<file path="config.mk">
export PLATFORM = sky130hd
export DESIGN_NAME = code_signature_matcher
export DESIGN_NICKNAME = d
export VERILOG_FILES = /design/src/sv/csm_pkg.sv /design/src/sv/code_signature_matcher.sv
export VERILOG_INCLUDE_DIRS = /design/src /design/src/sv
export SDC_FILE = /design/constraint.sdc
export NUM_CORES = 1
export LEC_CHECK = 0
export BUFFER_PORTS_ARGS = -buffer_cell sky130_fd_sc_hd__buf_2
export CORE_MARGIN = 3
export CORE_UTILIZATION = 30
export DETAILED_ROUTE_END_ITERATION = 8
export PLACE_DENSITY_LB_ADDON = 0.12
export SETUP_SLACK_MARGIN = 0.05
export SYNTH_ARGS = -nofsm -noshare
export SYNTH_HDL_FRONTEND = slang
export SYNTH_SLANG_ARGS = --single-unit
</file>
<file path="constraint.sdc">
create_clock -name aclk -period 3.33 [get_ports aclk]
set_input_delay 0.666 -clock aclk [delete_from_list [all_inputs] [get_ports aclk]]
set_output_delay 0.666 -clock aclk [all_outputs]
set_load 0.02 [all_outputs]
</file>
<file path="src/sv/code_signature_matcher_assert.svh">
// Assertion macros for the code signature matcher.
// Expects a clock named aclk and an active-low synchronous reset named aresetn.
`ifndef CODE_SIGNATURE_MATCHER_ASSERT_SVH
`define CODE_SIGNATURE_MATCHER_ASSERT_SVH

// The consequent must hold in the same cycle as the antecedent.
`define CSM_ASSERT_SAME(label, ante, cons, msg) \
    label: assert property (@(posedge aclk) disable iff (!aresetn) (ante) |-> (cons)) \
        else $error(msg);

// The consequent must hold in the cycle after the antecedent.
`define CSM_ASSERT_NEXT(label, ante, cons, msg) \
    label: assert property (@(posedge aclk) disable iff (!aresetn) (ante) |=> (cons)) \
        else $error(msg);

`endif

</file>
<file path="src/sv/csm_pkg.sv">
// Package for the code signature matcher: signature kinds, prefixes and needles.
// No dependencies.
`timescale 1ns / 1ps

package csm_pkg;

    typedef enum logic [1:0] {
        KIND_ADD_OUTPUT     = 2'd0,
        KIND_REMOVE_OUTPUT  = 2'd1,
        KIND_REGISTER_OBJ   = 2'd2,
        KIND_UNREGISTER_OBJ = 2'd3
    } kind_t;

    localparam int unsigned POS_W = 5;
    localparam logic [POS_W-1:0] POS_LIMIT = 5'd16;
    localparam logic [POS_W-1:0] NEEDLE_MIN_POS = 5'd4;

    localparam logic [7:0] PREFIX_A [16] = '{
        8'h48, 8'h89, 8'h74, 8'h24, 8'h20, 8'h41, 8'h54, 8'h41,
        8'h56, 8'h41, 8'h57, 8'h48, 8'h83, 8'hEC, 8'h20, 8'h41
    };
    localparam logic [7:0] PREFIX_B [9] = '{
        8'h40, 8'h53, 8'h48, 8'h83, 8'hEC, 8'h20, 8'h48, 8'h8B, 8'hD9
    };
    localparam logic [7:0] PREFIX_C [13] = '{
        8'h40, 8'h53, 8'h48, 8'h83, 8'hEC, 8'h20, 8'h48, 8'h8B, 8'hD9,
        8'h48, 8'h83, 8'hF9, 8'hE0
    };

    localparam logic [POS_W-1:0] PREFIX_A_LEN = 5'd16;
    localparam logic [POS_W-1:0] PREFIX_B_LEN = 5'd9;
    localparam logic [POS_W-1:0] PREFIX_C_LEN = 5'd13;

    // Needles are held oldest byte first, in the high bits.
    localparam logic [39:0] NEEDLE_ADD   = 40'hBA_1C_00_00_00;
    localparam logic [39:0] NEEDLE_REM   = 40'hBA_1D_00_00_00;
    localparam logic [39:0] NEEDLE_REG   = 40'hBA_0B_00_00_00;
    localparam logic [39:0] NEEDLE_UNREG = 40'hBA_0C_00_00_00;

    function automatic logic [POS_W-1:0] prefix_len(input kind_t kind);
        logic [POS_W-1:0] len;
        unique case (kind)
            KIND_ADD_OUTPUT:    len = PREFIX_A_LEN;
            KIND_REMOVE_OUTPUT: len = PREFIX_B_LEN;
            default:            len = PREFIX_C_LEN;
        endcase
        return len;
    endfunction

    // Only meaningful while pos is below the prefix length of the kind.
    function automatic logic [7:0] prefix_byte(input kind_t kind, input logic [3:0] pos);
        logic [7:0] pb;
        unique case (kind)
            KIND_ADD_OUTPUT:    pb = PREFIX_A[pos];
            KIND_REMOVE_OUTPUT: pb = (pos < 4'd9) ? PREFIX_B[pos] : PREFIX_B[0];
            default:            pb = (pos < 4'd13) ? PREFIX_C[pos] : PREFIX_C[0];
        endcase
        return pb;
    endfunction

    function automatic logic [39:0] needle(input kind_t kind);
        logic [39:0] nd;
        unique case (kind)
            KIND_ADD_OUTPUT:     nd = NEEDLE_ADD;
            KIND_REMOVE_OUTPUT:  nd = NEEDLE_REM;
            KIND_REGISTER_OBJ:   nd = NEEDLE_REG;
            KIND_UNREGISTER_OBJ: nd = NEEDLE_UNREG;
            default:             nd = NEEDLE_ADD;
        endcase
        return nd;
    endfunction

endpackage

</file>
<file path="src/sv/code_signature_matcher.sv">
// The match bit of a span is registered and valid in the cycle after its last word is accepted.
// Throughput: one code byte per cycle while s_ready is high; the result register drains while bytes flow.
// s_ready drops only while a finished result waits in the result register.
// Reset (aresetn low, synchronous) clears the span state, the result register and
// selects the add-output signature kind. The end of each span clears the span state.
`timescale 1ns / 1ps

// Top level of the code signature matcher; uses csm_pkg and the assertion header.
// Prefix check, needle search and result register all live here.
`include "code_signature_matcher_assert.svh"

module code_signature_matcher (
    input  logic       aclk,
    input  logic       aresetn,

    input  logic       cfg_valid,
    output logic       cfg_ready,
    input  logic [1:0] cfg_data,

    input  logic       s_valid,
    output logic       s_ready,
    input  logic [7:0] s_code_byte,
    input  logic       s_last_byte,

    output logic       m_valid,
    input  logic       m_ready,
    output logic       m_signature_match
);

    csm_pkg::kind_t                kind_reg;
    logic [csm_pkg::POS_W-1:0]     byte_position_reg, byte_position_next;
    logic                          prefix_good_reg, prefix_good_next;
    logic [31:0]                   previous_bytes_reg, previous_bytes_next;
    logic                          needle_seen_reg, needle_seen_next;
    logic                          m_valid_reg, m_valid_next;
    logic                          match_reg, match_next;

    logic                          s_accept;
    logic [csm_pkg::POS_W-1:0]     plen;
    logic [39:0]                   needle_word;

    assign cfg_ready = 1'b1;
    assign s_ready   = !m_valid_reg || m_ready;
    assign s_accept  = s_valid && s_ready;

    assign m_valid           = m_valid_reg;
    assign m_signature_match = match_reg;

    assign plen        = csm_pkg::prefix_len(kind_reg);
    assign needle_word = csm_pkg::needle(kind_reg);

    always_comb begin
        byte_position_next  = byte_position_reg;
        prefix_good_next    = prefix_good_reg;
        previous_bytes_next = previous_bytes_reg;
        needle_seen_next    = needle_seen_reg;
        m_valid_next        = m_valid_reg && !m_ready;
        match_next          = match_reg;

        if (s_accept) begin
            if (byte_position_reg < plen &&
                s_code_byte != csm_pkg::prefix_byte(kind_reg, byte_position_reg[3:0])) begin
                prefix_good_next = 1'b0;
            end
            // The needle ends on this byte if the four bytes before it match too.
            if (byte_position_reg >= csm_pkg::NEEDLE_MIN_POS &&
                {previous_bytes_reg, s_code_byte} == needle_word) begin
                needle_seen_next = 1'b1;
            end
            previous_bytes_next = {previous_bytes_reg[23:0], s_code_byte};
            if (byte_position_reg < csm_pkg::POS_LIMIT) begin
                byte_position_next = byte_position_reg + 1'b1;
            end

            if (s_last_byte) begin
                m_valid_next        = 1'b1;
                match_next          = prefix_good_next && (byte_position_next >= plen) &&
                                      needle_seen_next;
                byte_position_next  = '0;
                prefix_good_next    = 1'b1;
                previous_bytes_next = '0;
                needle_seen_next    = 1'b0;
            end
        end
    end

    always_ff @(posedge aclk) begin
        if (!aresetn) begin
            kind_reg           <= csm_pkg::KIND_ADD_OUTPUT;
            byte_position_reg  <= '0;
            prefix_good_reg    <= 1'b1;
            previous_bytes_reg <= '0;
            needle_seen_reg    <= 1'b0;
            m_valid_reg        <= 1'b0;
        end else begin
            if (cfg_valid && cfg_ready) begin
                kind_reg <= csm_pkg::kind_t'(cfg_data);
            end
            byte_position_reg  <= byte_position_next;
            prefix_good_reg    <= prefix_good_next;
            previous_bytes_reg <= previous_bytes_next;
            needle_seen_reg    <= needle_seen_next;
            m_valid_reg        <= m_valid_next;
        end
    end

    always_ff @(posedge aclk) begin
        if (!aresetn) begin
            match_reg <= 1'b0;
        end else begin
            match_reg <= match_next;
        end
    end

    `CSM_ASSERT_SAME(a_pos_saturates, 1'b1, byte_position_reg <= csm_pkg::POS_LIMIT,
        "byte position ran past its limit")
    `CSM_ASSERT_NEXT(a_last_clears_span, s_accept && s_last_byte,
        m_valid_reg && byte_position_reg == '0 && prefix_good_reg && !needle_seen_reg,
        "end of span did not post a result and clear the span state")
    `CSM_ASSERT_NEXT(a_pos_counts, s_accept && !s_last_byte &&
        byte_position_reg < csm_pkg::POS_LIMIT,
        byte_position_reg == $past(byte_position_reg) + 1'b1,
        "byte position did not advance on an accepted word")
    `CSM_ASSERT_SAME(a_fail_needs_bytes, !prefix_good_reg || needle_seen_reg,
        byte_position_reg != '0, "span flags set with no byte taken")

endmodule

</file>
## Word level (Yosys, flattened, before mapping)

Memory sizes are Yosys's and may differ from the RTL's.
Cells that the tools add are included.

| storage, ports and cells | value |
|---|---|
| memories | 3 |
| register bits after elaboration | 43 |
| bits of input ports | 16 |
| bits in read-only memories | 384 |

| operators by class | value |
|---|---|
| order comparisons | 7 |
| mux-type cells | 24 |
| bitwise operators | 1 |
| reduce and logical (&&, ||, !) cells | 11 |
| eq/ne operators | 5 |
| add/sub/neg operators | 1 |

Memory list:

| memory | depth | width | read ports | clocked after Yosys merged registers in | wr ports | RTL line | source |
|---|---|---|---|---|---|---|---|
| (name not given) | 16 | 8 | 1 | 0 | 0 | csm_pkg.sv:56 | `default: pb = (pos < 4'd13) ? PREFIX_C[pos] : PREFIX_C[0];` |
| (name not given) | 16 | 8 | 1 | 0 | 0 | csm_pkg.sv:55 | `KIND_REMOVE_OUTPUT: pb = (pos < 4'd9) ? PREFIX_B[pos] : PREFIX_B[0];` |
| (name not given) | 16 | 8 | 1 | 0 | 0 | csm_pkg.sv:54 | `KIND_ADD_OUTPUT: pb = PREFIX_A[pos];` |

Operators with widths:

| operator | number |
|---|---|
| case mux 40 bit (4 select lines) | 1 |
| 2-to-1 mux 8 bit | 9 |
| == test 40 bit | 1 |
| 2-to-1 mux 32 bit | 1 |
| case mux 8 bit (2 select lines) | 1 |
| 2-to-1 mux 5 bit | 3 |
| case mux 5 bit (2 select lines) | 1 |
| less-than comparator 4 bit, second input constant | 2 |
| 2-to-1 mux 1 bit | 8 |
| inequality test 8 bit | 1 |
| logical AND 1 bit | 6 |
| adder 5 x 1 -> 5 bit, second input constant | 1 |
| >= comparator 5 x 3 -> 1 bit, second input constant | 1 |
| >= comparator 5 bit | 1 |
| >= comparator 5 bit, second input constant | 1 |
| less-than comparator 5 bit | 1 |
| less-than comparator 5 bit, second input constant | 1 |
| NOT 4 -> 5 bit | 1 |
| == test 2 bit, second input constant | 2 |
| == test 2 x 1 -> 1 bit, second input constant | 1 |
| zero test 1 bit | 2 |
| zero test 2 bit | 1 |
| AND reduction 2 bit | 1 |
| logical OR 1 bit | 1 |

## Longest topological paths before layout

Gate-level depths: netlist of the first run.

| logic depth | value |
|---|---|
| depth in word-level cells | 13 |
| mapped depth | 11 |
| depth with buffers taken out | 10 |

## Least setup slack after synthesis of the first run

Ideal clock, no wire load.

| timing path | value |
|---|---|
| path type | flip-flop to flip-flop |
| start | register byte_position_reg[0] (netlist bit) |
| end | register match_reg (netlist: m_signature_match) |
| data required time | 3.243 ns |
| slack | 0.991 ns |
| data arrival time | 2.252 ns |
| stages on the path, launching flop included | 10 |
| buffers on the path | 0 |
| path through | dfxtp_1 > inv_1 > ha_1 > or3b_2 > a21oi_1 > o22ai_1 > xor2_1 > nor4_2 > a31oi_1 > o31ai_1 |

| on the way | value |
|---|---|
| word-level cells in the longest chain between the ends | 13 |
| elaborated cells on any way between the ends | 32 |
| classes of those cells | 1 x add/sub; 6 x order compare; 1 x eq/ne; 16 x mux; 1 x bitwise; 4 x reduce/logical; 3 x memory |

RTL lines:

| what | RTL line | source |
|---|---|---|
| start: declaration | code_signature_matcher.sv:31 | `logic [csm_pkg::POS_W-1:0] byte_position_reg, byte_position_next;` |
| start signal: assignment | code_signature_matcher.sv:99 | `byte_position_reg <= byte_position_next;` |
| NOT 4 -> 5 bit (not written as such) | csm_pkg.sv:54, csm_pkg.sv:55, csm_pkg.sv:56 |  |
| memory read (16 x 8 bit), on equally long branches | -- |  |
| 2-to-1 mux 8 bit, on equally long branches (3 in series) | csm_pkg.sv:56, csm_pkg.sv:55 |  |
| case mux 8 bit (2 select lines) | csm_pkg.sv:53 | `unique case (kind)` |
| 2-to-1 mux 8 bit | code_signature_matcher.sv:60 | `if (s_accept) begin` |
| inequality test 8 bit | code_signature_matcher.sv:62 | `s_code_byte != csm_pkg::prefix_byte(kind_reg, byte_position_reg[3:0])) begin` |
| logical AND 1 bit | code_signature_matcher.sv:61 | `if (byte_position_reg < plen &&` |
| 2-to-1 mux 1 bit | code_signature_matcher.sv:61 |  |
| 2-to-1 mux 1 bit | code_signature_matcher.sv:60 |  |
| logical AND 1 bit | code_signature_matcher.sv:77 | `match_next = prefix_good_next && (byte_position_next >= plen) &&` |
| logical AND 1 bit * | code_signature_matcher.sv:77 |  |
| end signal: assignment | code_signature_matcher.sv:111 | `match_reg <= match_next;` |
| end: declaration | code_signature_matcher.sv:36 | `logic match_reg, match_next;` |

Mark *: on every way between the ends. The rest lies on a longest branch, timed or not. The select of a mux whose other input is x is not followed.
A chain may end at the register's enable or synchronous reset.

## Worst setup path after layout of the first run

Same ends and word-level chain as after synthesis.

==> impl_metrics.json, run 1 <==
{
  "die_area_mm2": 0.0106,
  "vias_per_cell": 5.31,
  "hpwl_mm": 5.30,
  "hold_path.class": "flip-flop to flip-flop",
  "worst-path-max-fanout": 9,
  "synth_top_area_share": 0.306,
  "dr_wl_met3_um": 194,
  "fillers": 962,
  "antenna_found_initial": 0,
  "synth_area_mm2": 0.00282,
  "switching_share": 0.267,
  "slew_headroom": 0.438,
  "reg2reg_slack_ps": 590,
  "overflow": 0,
  "synth.distinct_cells": 61,
  "cp_slowest_cell": "dfxtp_1",
  "r2r_cells": 9,
  "status": "finished clean",
  "synth_most_common_cell": "dfxtp_1",
  "synth-xor-area-share": 0.0404,
  "h-tree-depth": 2,
  "area_growth_pct": 9.51,
  "critPathBufInv": 1,
  "syn-num-nets": 383,
  "fmax_mhz": 366,
  "place_ws_ps": 618,
  "placed_cell_area_mm2": 0.00296,
  "core_mm2": 0.00893,
  "synth_warnings": 0,
  "synthFlopType": "dfxtp_1",
  "grt_usage": 0.144,
  "irDropWorstVdd_mv": 0.208,
  "skew_ps": 10.0,
  "die-height_um": 103,
  "cp.depth": 9,
  "seqPwrFrac": 0.465,
  "criticalPathCategory": "flip-flop to flip-flop",
  "post_cts_buffers": 0,
  "clk_pin_slew_ps": 80,
  "grt_pass1_wl_mm": 11.9,
  "drc": 0,
  "cts_max_path_buffers": 2,
  "dpl.cell_count": 454,
  "grt_pass1_vias": 2312,
  "clk_latency_ps": 300,
  "worstPathCellList": "inv_1 -> ha_1 -> or3b_2 -> a21oi_1 -> o22ai_1 -> xor2_1 -> nor4_2 -> a31oi_1 -> o31ai_1",
  "synthCells": 349,
  "period_needed_ps": 2740,
  "synth.area.top_cells": "dfxtp_1, ha_1, nor2b_1, a21oi_1, and3_1",
  "worst_pin_slew_ps": 841,
  "setup_viol": 0,
  "p_switching_mw": 0.306,
  "met2_length_mm": 3.49,
  "final_util": 0.345,
  "cts_hold_buf": 0,
  "drt_iter0_drc": 99,
  "r2r_start": "byte_position_reg[0]",
  "yosys.area_share.simple": 0.301,
  "hold_path_end": "prefix_good_reg",
  "cp.arrival_ps": 2950,
  "cp-end-kind": "flip-flop",
  "avgSynthCellArea_um2": 8.07,
  "first_pass_iters": 4,
  "holdWs_ps": 467,
  "synth_top_area_cell": "dfxtp_1",
  "vias": 2454,
  "fin_crit_sh": 0.821,
  "hold_depth": 2,
  "num_io_pins": 20,
  "routed.top_layer": "met4",
  "synthAdderAreaFrac": 0.0800,
  "cts_resized": 0,
  "synth-async-reset-ratio": 0,
  "synthMuxAreaShare": 0.0218,
  "synth_edf_count": 0,
  "drv_slew": 0,
  "fin_tns_setup_ps": 0,
  "diodes": 0,
  "gp_congestion": 0.814,
  "p_comb_frac": 0.155,
  "fin_nets": 387,
  "multi_input_area_mm2": 0.00180,
  "pwr_density_cell_mw_per_mm2": 371,
  "synth_top_family_by_area": "simple AND/OR/NAND/NOR gates",
  "min_from": "prefix_good_reg",
  "grt_start_max_net_pins": 43,
  "layout_setup_ws_ps": 595,
  "portBuffers": 18,
  "maxCapViolCount": 0,
  "largest_register_ffs": 32,
  "die_w_um": 103,
  "routed_wl_mm": 7.35,
  "max_stage_delay_ps": 530,
  "cp_top_family": "simple AND/OR/NAND/NOR gates",
  "wl_per_cell_um": 15.9,
  "leakage_nw": 1.24,
  "fin_cells": 462,
  "hold_viol": 0,
  "synth.yosys.seq_area_share": 0.306,
  "synth_compound_area_frac": 0.194,
  "design_area_mm2": 0.00308,
  "start_kind": "flip-flop",
  "cts.sinks": 43,
  "initial_utilization": 0.315,
  "clkPwrFrac": 0.380,
  "total_power_mw": 1.14,
  "register_area_um2": 861,
  "root_buffer": "clkbuf_8",
  "wl_met1_mm": 3.59,
  "critical_path_required_ps": 3540,
  "ys_top_cells_by_count": "dfxtp_1, a21oi_1, nor2b_1",
  "tritoncts": "built",
  "ys_seq_elements": 43,
  "r2r-end": "m_signature_match",
  "intPower_mw": 0.838,
  "cts_buffers": 5,
  "rsz0062_at_grt": "no",
  "drive_above_1_share": 0.110,
  "rows": 34,
  "drtAntennaViolNets": 0
}
-- cells by family after synthesis --
logic type,after synthesis
AND/OR/NAND/NOR,149
AO/OA/AOI/OAI,82
flip-flops,43
buffers and inverters,37
adder cells (fa/ha/maj),18
XOR/XNOR,13
multiplexers,6
other,1
-- worst reg2reg max path: cells and delay by family (launching register included) --
| kind | cells | cell delay, ps |
|---|---|---|
| xor+xnor | 1 | 180 |
| simple gates | 2 | 800 |
| fa+ha+maj | 1 | 310 |
| flops | 1 | 530 |
| compound gates | 4 | 660 |
| buf+inv | 1 | 190 |
-- layout make-up --
class,count,share of cell area
repair buffers,23,0.0414
multi-input cells,269,0.583
clock buffers,6,0.0268
clock inverters,2,0.0126
flip-flops and latches,43,0.279
well taps,108,0.0438
inverters,11,0.0134
-- power by group through the flow --
stage                     clock (mW)  combinational, mW  sequential [mW]
final                          0.435              0.177            0.532
after global routing           0.474              0.198            0.534
after floorplan                    0              0.126            0.542
after global placement             0              0.178            0.545
after CTS                      0.455              0.178            0.533
after detailed placement           0              0.178            0.545
-- metal layers --
layer  track usage  vias up
li1              -     1237
met1         0.198     1169
met2         0.232       41
met3        0.0244        7
met4        0.0369        0
met5             0        -
-- placed cells by master (no fill, tap or decap), types with 3 or more instances in the layout --
master and n:
dfxtp_1 43, a21oi_1 28, nor2b_1 27, nand2_1 21
and3_1 20, ha_1 18, buf_2 18, nand3_1 16
nor2_1 15, a21boi_0 13, inv_1 11, nand2b_1 9
xor2_1 7, nor3_1 7, o21ai_0 7, nand4_1 6
xnor2_1 6, nor4_1 6, clkbuf_8 6, mux2i_1 5
buf_4 5, a31oi_1 4, and2_1 3, a211o_1 3
o21bai_1 3, o22ai_1 3, and3b_1 3
-- how the worst max path moves through the flow --
| stage | startpoint | slack [ps] | to |
|---|---|---|---|
| floorplan | byte_position_reg[0] | 990 | m_signature_match |
| global placement | byte_position_reg[0] | 650 | m_signature_match |
| detailed placement | byte_position_reg[0] | 620 | m_signature_match |
| CTS | byte_position_reg[0] | 590 | m_signature_match |
| global route | byte_position_reg[0] | 350 | m_signature_match |
| finish | byte_position_reg[0] | 590 | m_signature_match |
(Power assumes the default switching activity.)
==> inputs of run 2 (changes only) <==
- clock period: 3.33 -> 2.4 ns (I/O delays scaled with it)
==> run 2 against run 1 <==
Net effect: register-to-register slack got worse by 440 ps; sequential cell count unchanged; total power increased by 43%; die area unchanged; wire length increased by 5.0%; critical path type unchanged; largest power group unchanged; highest routed layer unchanged.
==> impl_metrics.json, run 2 (synthesis gave the netlist of run 1 again) <==
{
  "drv_slew": 0,
  "antenna_found_initial": 0,
  "dpl.cell_count": 470,
  "cp.arrival_ps": 2470,
  "cp.depth": 11,
  "fin_crit_sh": 0.936,
  "hold_path.class": "input pin to flip-flop",
  "vias": 2488,
  "rsz0062_at_grt": "yes",
  "diodes": 0,
  "skew_ps": 4.30,
  "cp_slowest_cell": "dfxtp_2",
  "initial_utilization": 0.315,
  "placed_cell_area_mm2": 0.00310,
  "slew_headroom": 0.584,
  "start_kind": "flip-flop",
  "grt_pass1_vias": 2459,
  "cts_buffers": 5,
  "clk_pin_slew_ps": 90,
  "layout_setup_ws_ps": 152,
  "drtAntennaViolNets": 0,
  "holdWs_ps": 446,
  "design_area_mm2": 0.00326,
  "drive_above_1_share": 0.175,
  "portBuffers": 18,
  "die_area_mm2": 0.0106,
  "h-tree-depth": 2,
  "worstPathCellList": "buf_6 -> ha_2 -> inv_1 -> ha_1 -> mux2_2 -> ha_1 -> o21ai_0 -> a31oi_1 -> o21a_1 -> o22ai_1 -> o31ai_1",
  "fillers": 958,
  "fin_tns_setup_ps": 0,
  "grt_usage": 0.154,
  "wl_per_cell_um": 16.1,
  "max_stage_delay_ps": 350,
  "maxCapViolCount": 0,
  "status": "finished clean",
  "clk_latency_ps": 300,
  "grt_pass1_wl_mm": 12.7,
  "tritoncts": "built",
  "grt_start_max_net_pins": 33,
  "setup_viol": 0,
  "critPathBufInv": 2,
  "worst-path-max-fanout": 4,
  "first_pass_iters": 4,
  "rows": 34,
  "multi_input_area_mm2": 0.00182,
  "vias_per_cell": 5.18,
  "largest_register_ffs": 32,
  "fin_cells": 480,
  "die-height_um": 103,
  "r2r_cells": 11,
  "layout_commonest_cell": "dfxtp_1",
  "cts.sinks": 43,
  "fmax_mhz": 445,
  "criticalPathCategory": "flip-flop to flip-flop",
  "num_io_pins": 20,
  "total_power_mw": 1.64,
  "core_mm2": 0.00893,
  "hpwl_mm": 5.55,
  "overflow": 0,
  "cts_hold_buf": 0,
  "routed_wl_mm": 7.72,
  "place_ws_ps": 7.81,
  "fin_nets": 405,
  "die_w_um": 103,
  "hold_depth": 3,
  "crit_top_cell": "ha_1",
  "cp_top_family": "adder cells",
  "period_needed_ps": 2250,
  "cts_max_path_buffers": 2,
  "root_buffer": "clkbuf_8",
  "worst_pin_slew_ps": 624,
  "register_area_um2": 865,
  "pwr_density_cell_mw_per_mm2": 502,
  "drc": 0,
  "leakage_nw": 1.34,
  "hold_viol": 0,
  "irDropWorstVdd_mv": 0.273,
  "area_growth_pct": 15.9,
  "final_cell_mix": "dfxtp_1, a21oi_1, nor2b_1",
  "critical_path_required_ps": 2620,
  "final_util": 0.365,
  "cp-end-kind": "flip-flop",
  "drt_iter0_drc": 95,
  "gp_congestion": 0.865
}
==> run 2: final cells by class <==
| cell class | count | area share |
|---|---|---|
| Clock buffer | 6 | 0.0253 |
| Clock inverter | 2 | 0.0119 |
| Inverter | 11 | 0.0126 |
| Multi-Input combinational cell | 269 | 0.558 |
| Sequential cell | 43 | 0.265 |
| Tap cell | 108 | 0.0414 |
| Timing Repair Buffer | 41 | 0.0855 |
==> run 2: worst register-to-register path: cells and delay by family (launching register included) <==
family	cells	cell delay, ps
multiplexers	1	270
adder cells (fa/ha/maj)	3	700
buffers and inverters	2	150
flip-flops	1	350
AO/OA/AOI/OAI	5	690
==> run 2: report_power, final <==
| group | switching, mW | internal, mW |
|---|---|---|
| combinational | 0.160 | 0.119 |
| clock | 0.280 | 0.343 |
| sequential | 0.00910 | 0.726 |
==> run 2: worst paths after layout <==
path                          startpoint                     end  slack (ps)
hold reg to reg   previous_bytes_reg[27]  previous_bytes_reg[27]         470
setup reg to reg    byte_position_reg[0]       m_signature_match         150
setup / recovery    byte_position_reg[0]       m_signature_match         150
hold / removal               cfg_data[1]             kind_reg[1]         450
==> run 2: routing by layer <==
layer  GRT usage  share of wire  up-vias
met5           0              0        -
met4      0.0388          0.013        0
met3      0.0230          0.030        9
met2       0.250           0.46       35
met1       0.215           0.50     1161
li1            -              -     1283
==> run 2: timing repair <==
action | in CTS | in global routing
resized for setup | 3 | 8
endpoints found under the setup margin | 1 | 2
pin swaps | 1 | 2
setup buffers | 0 | 2
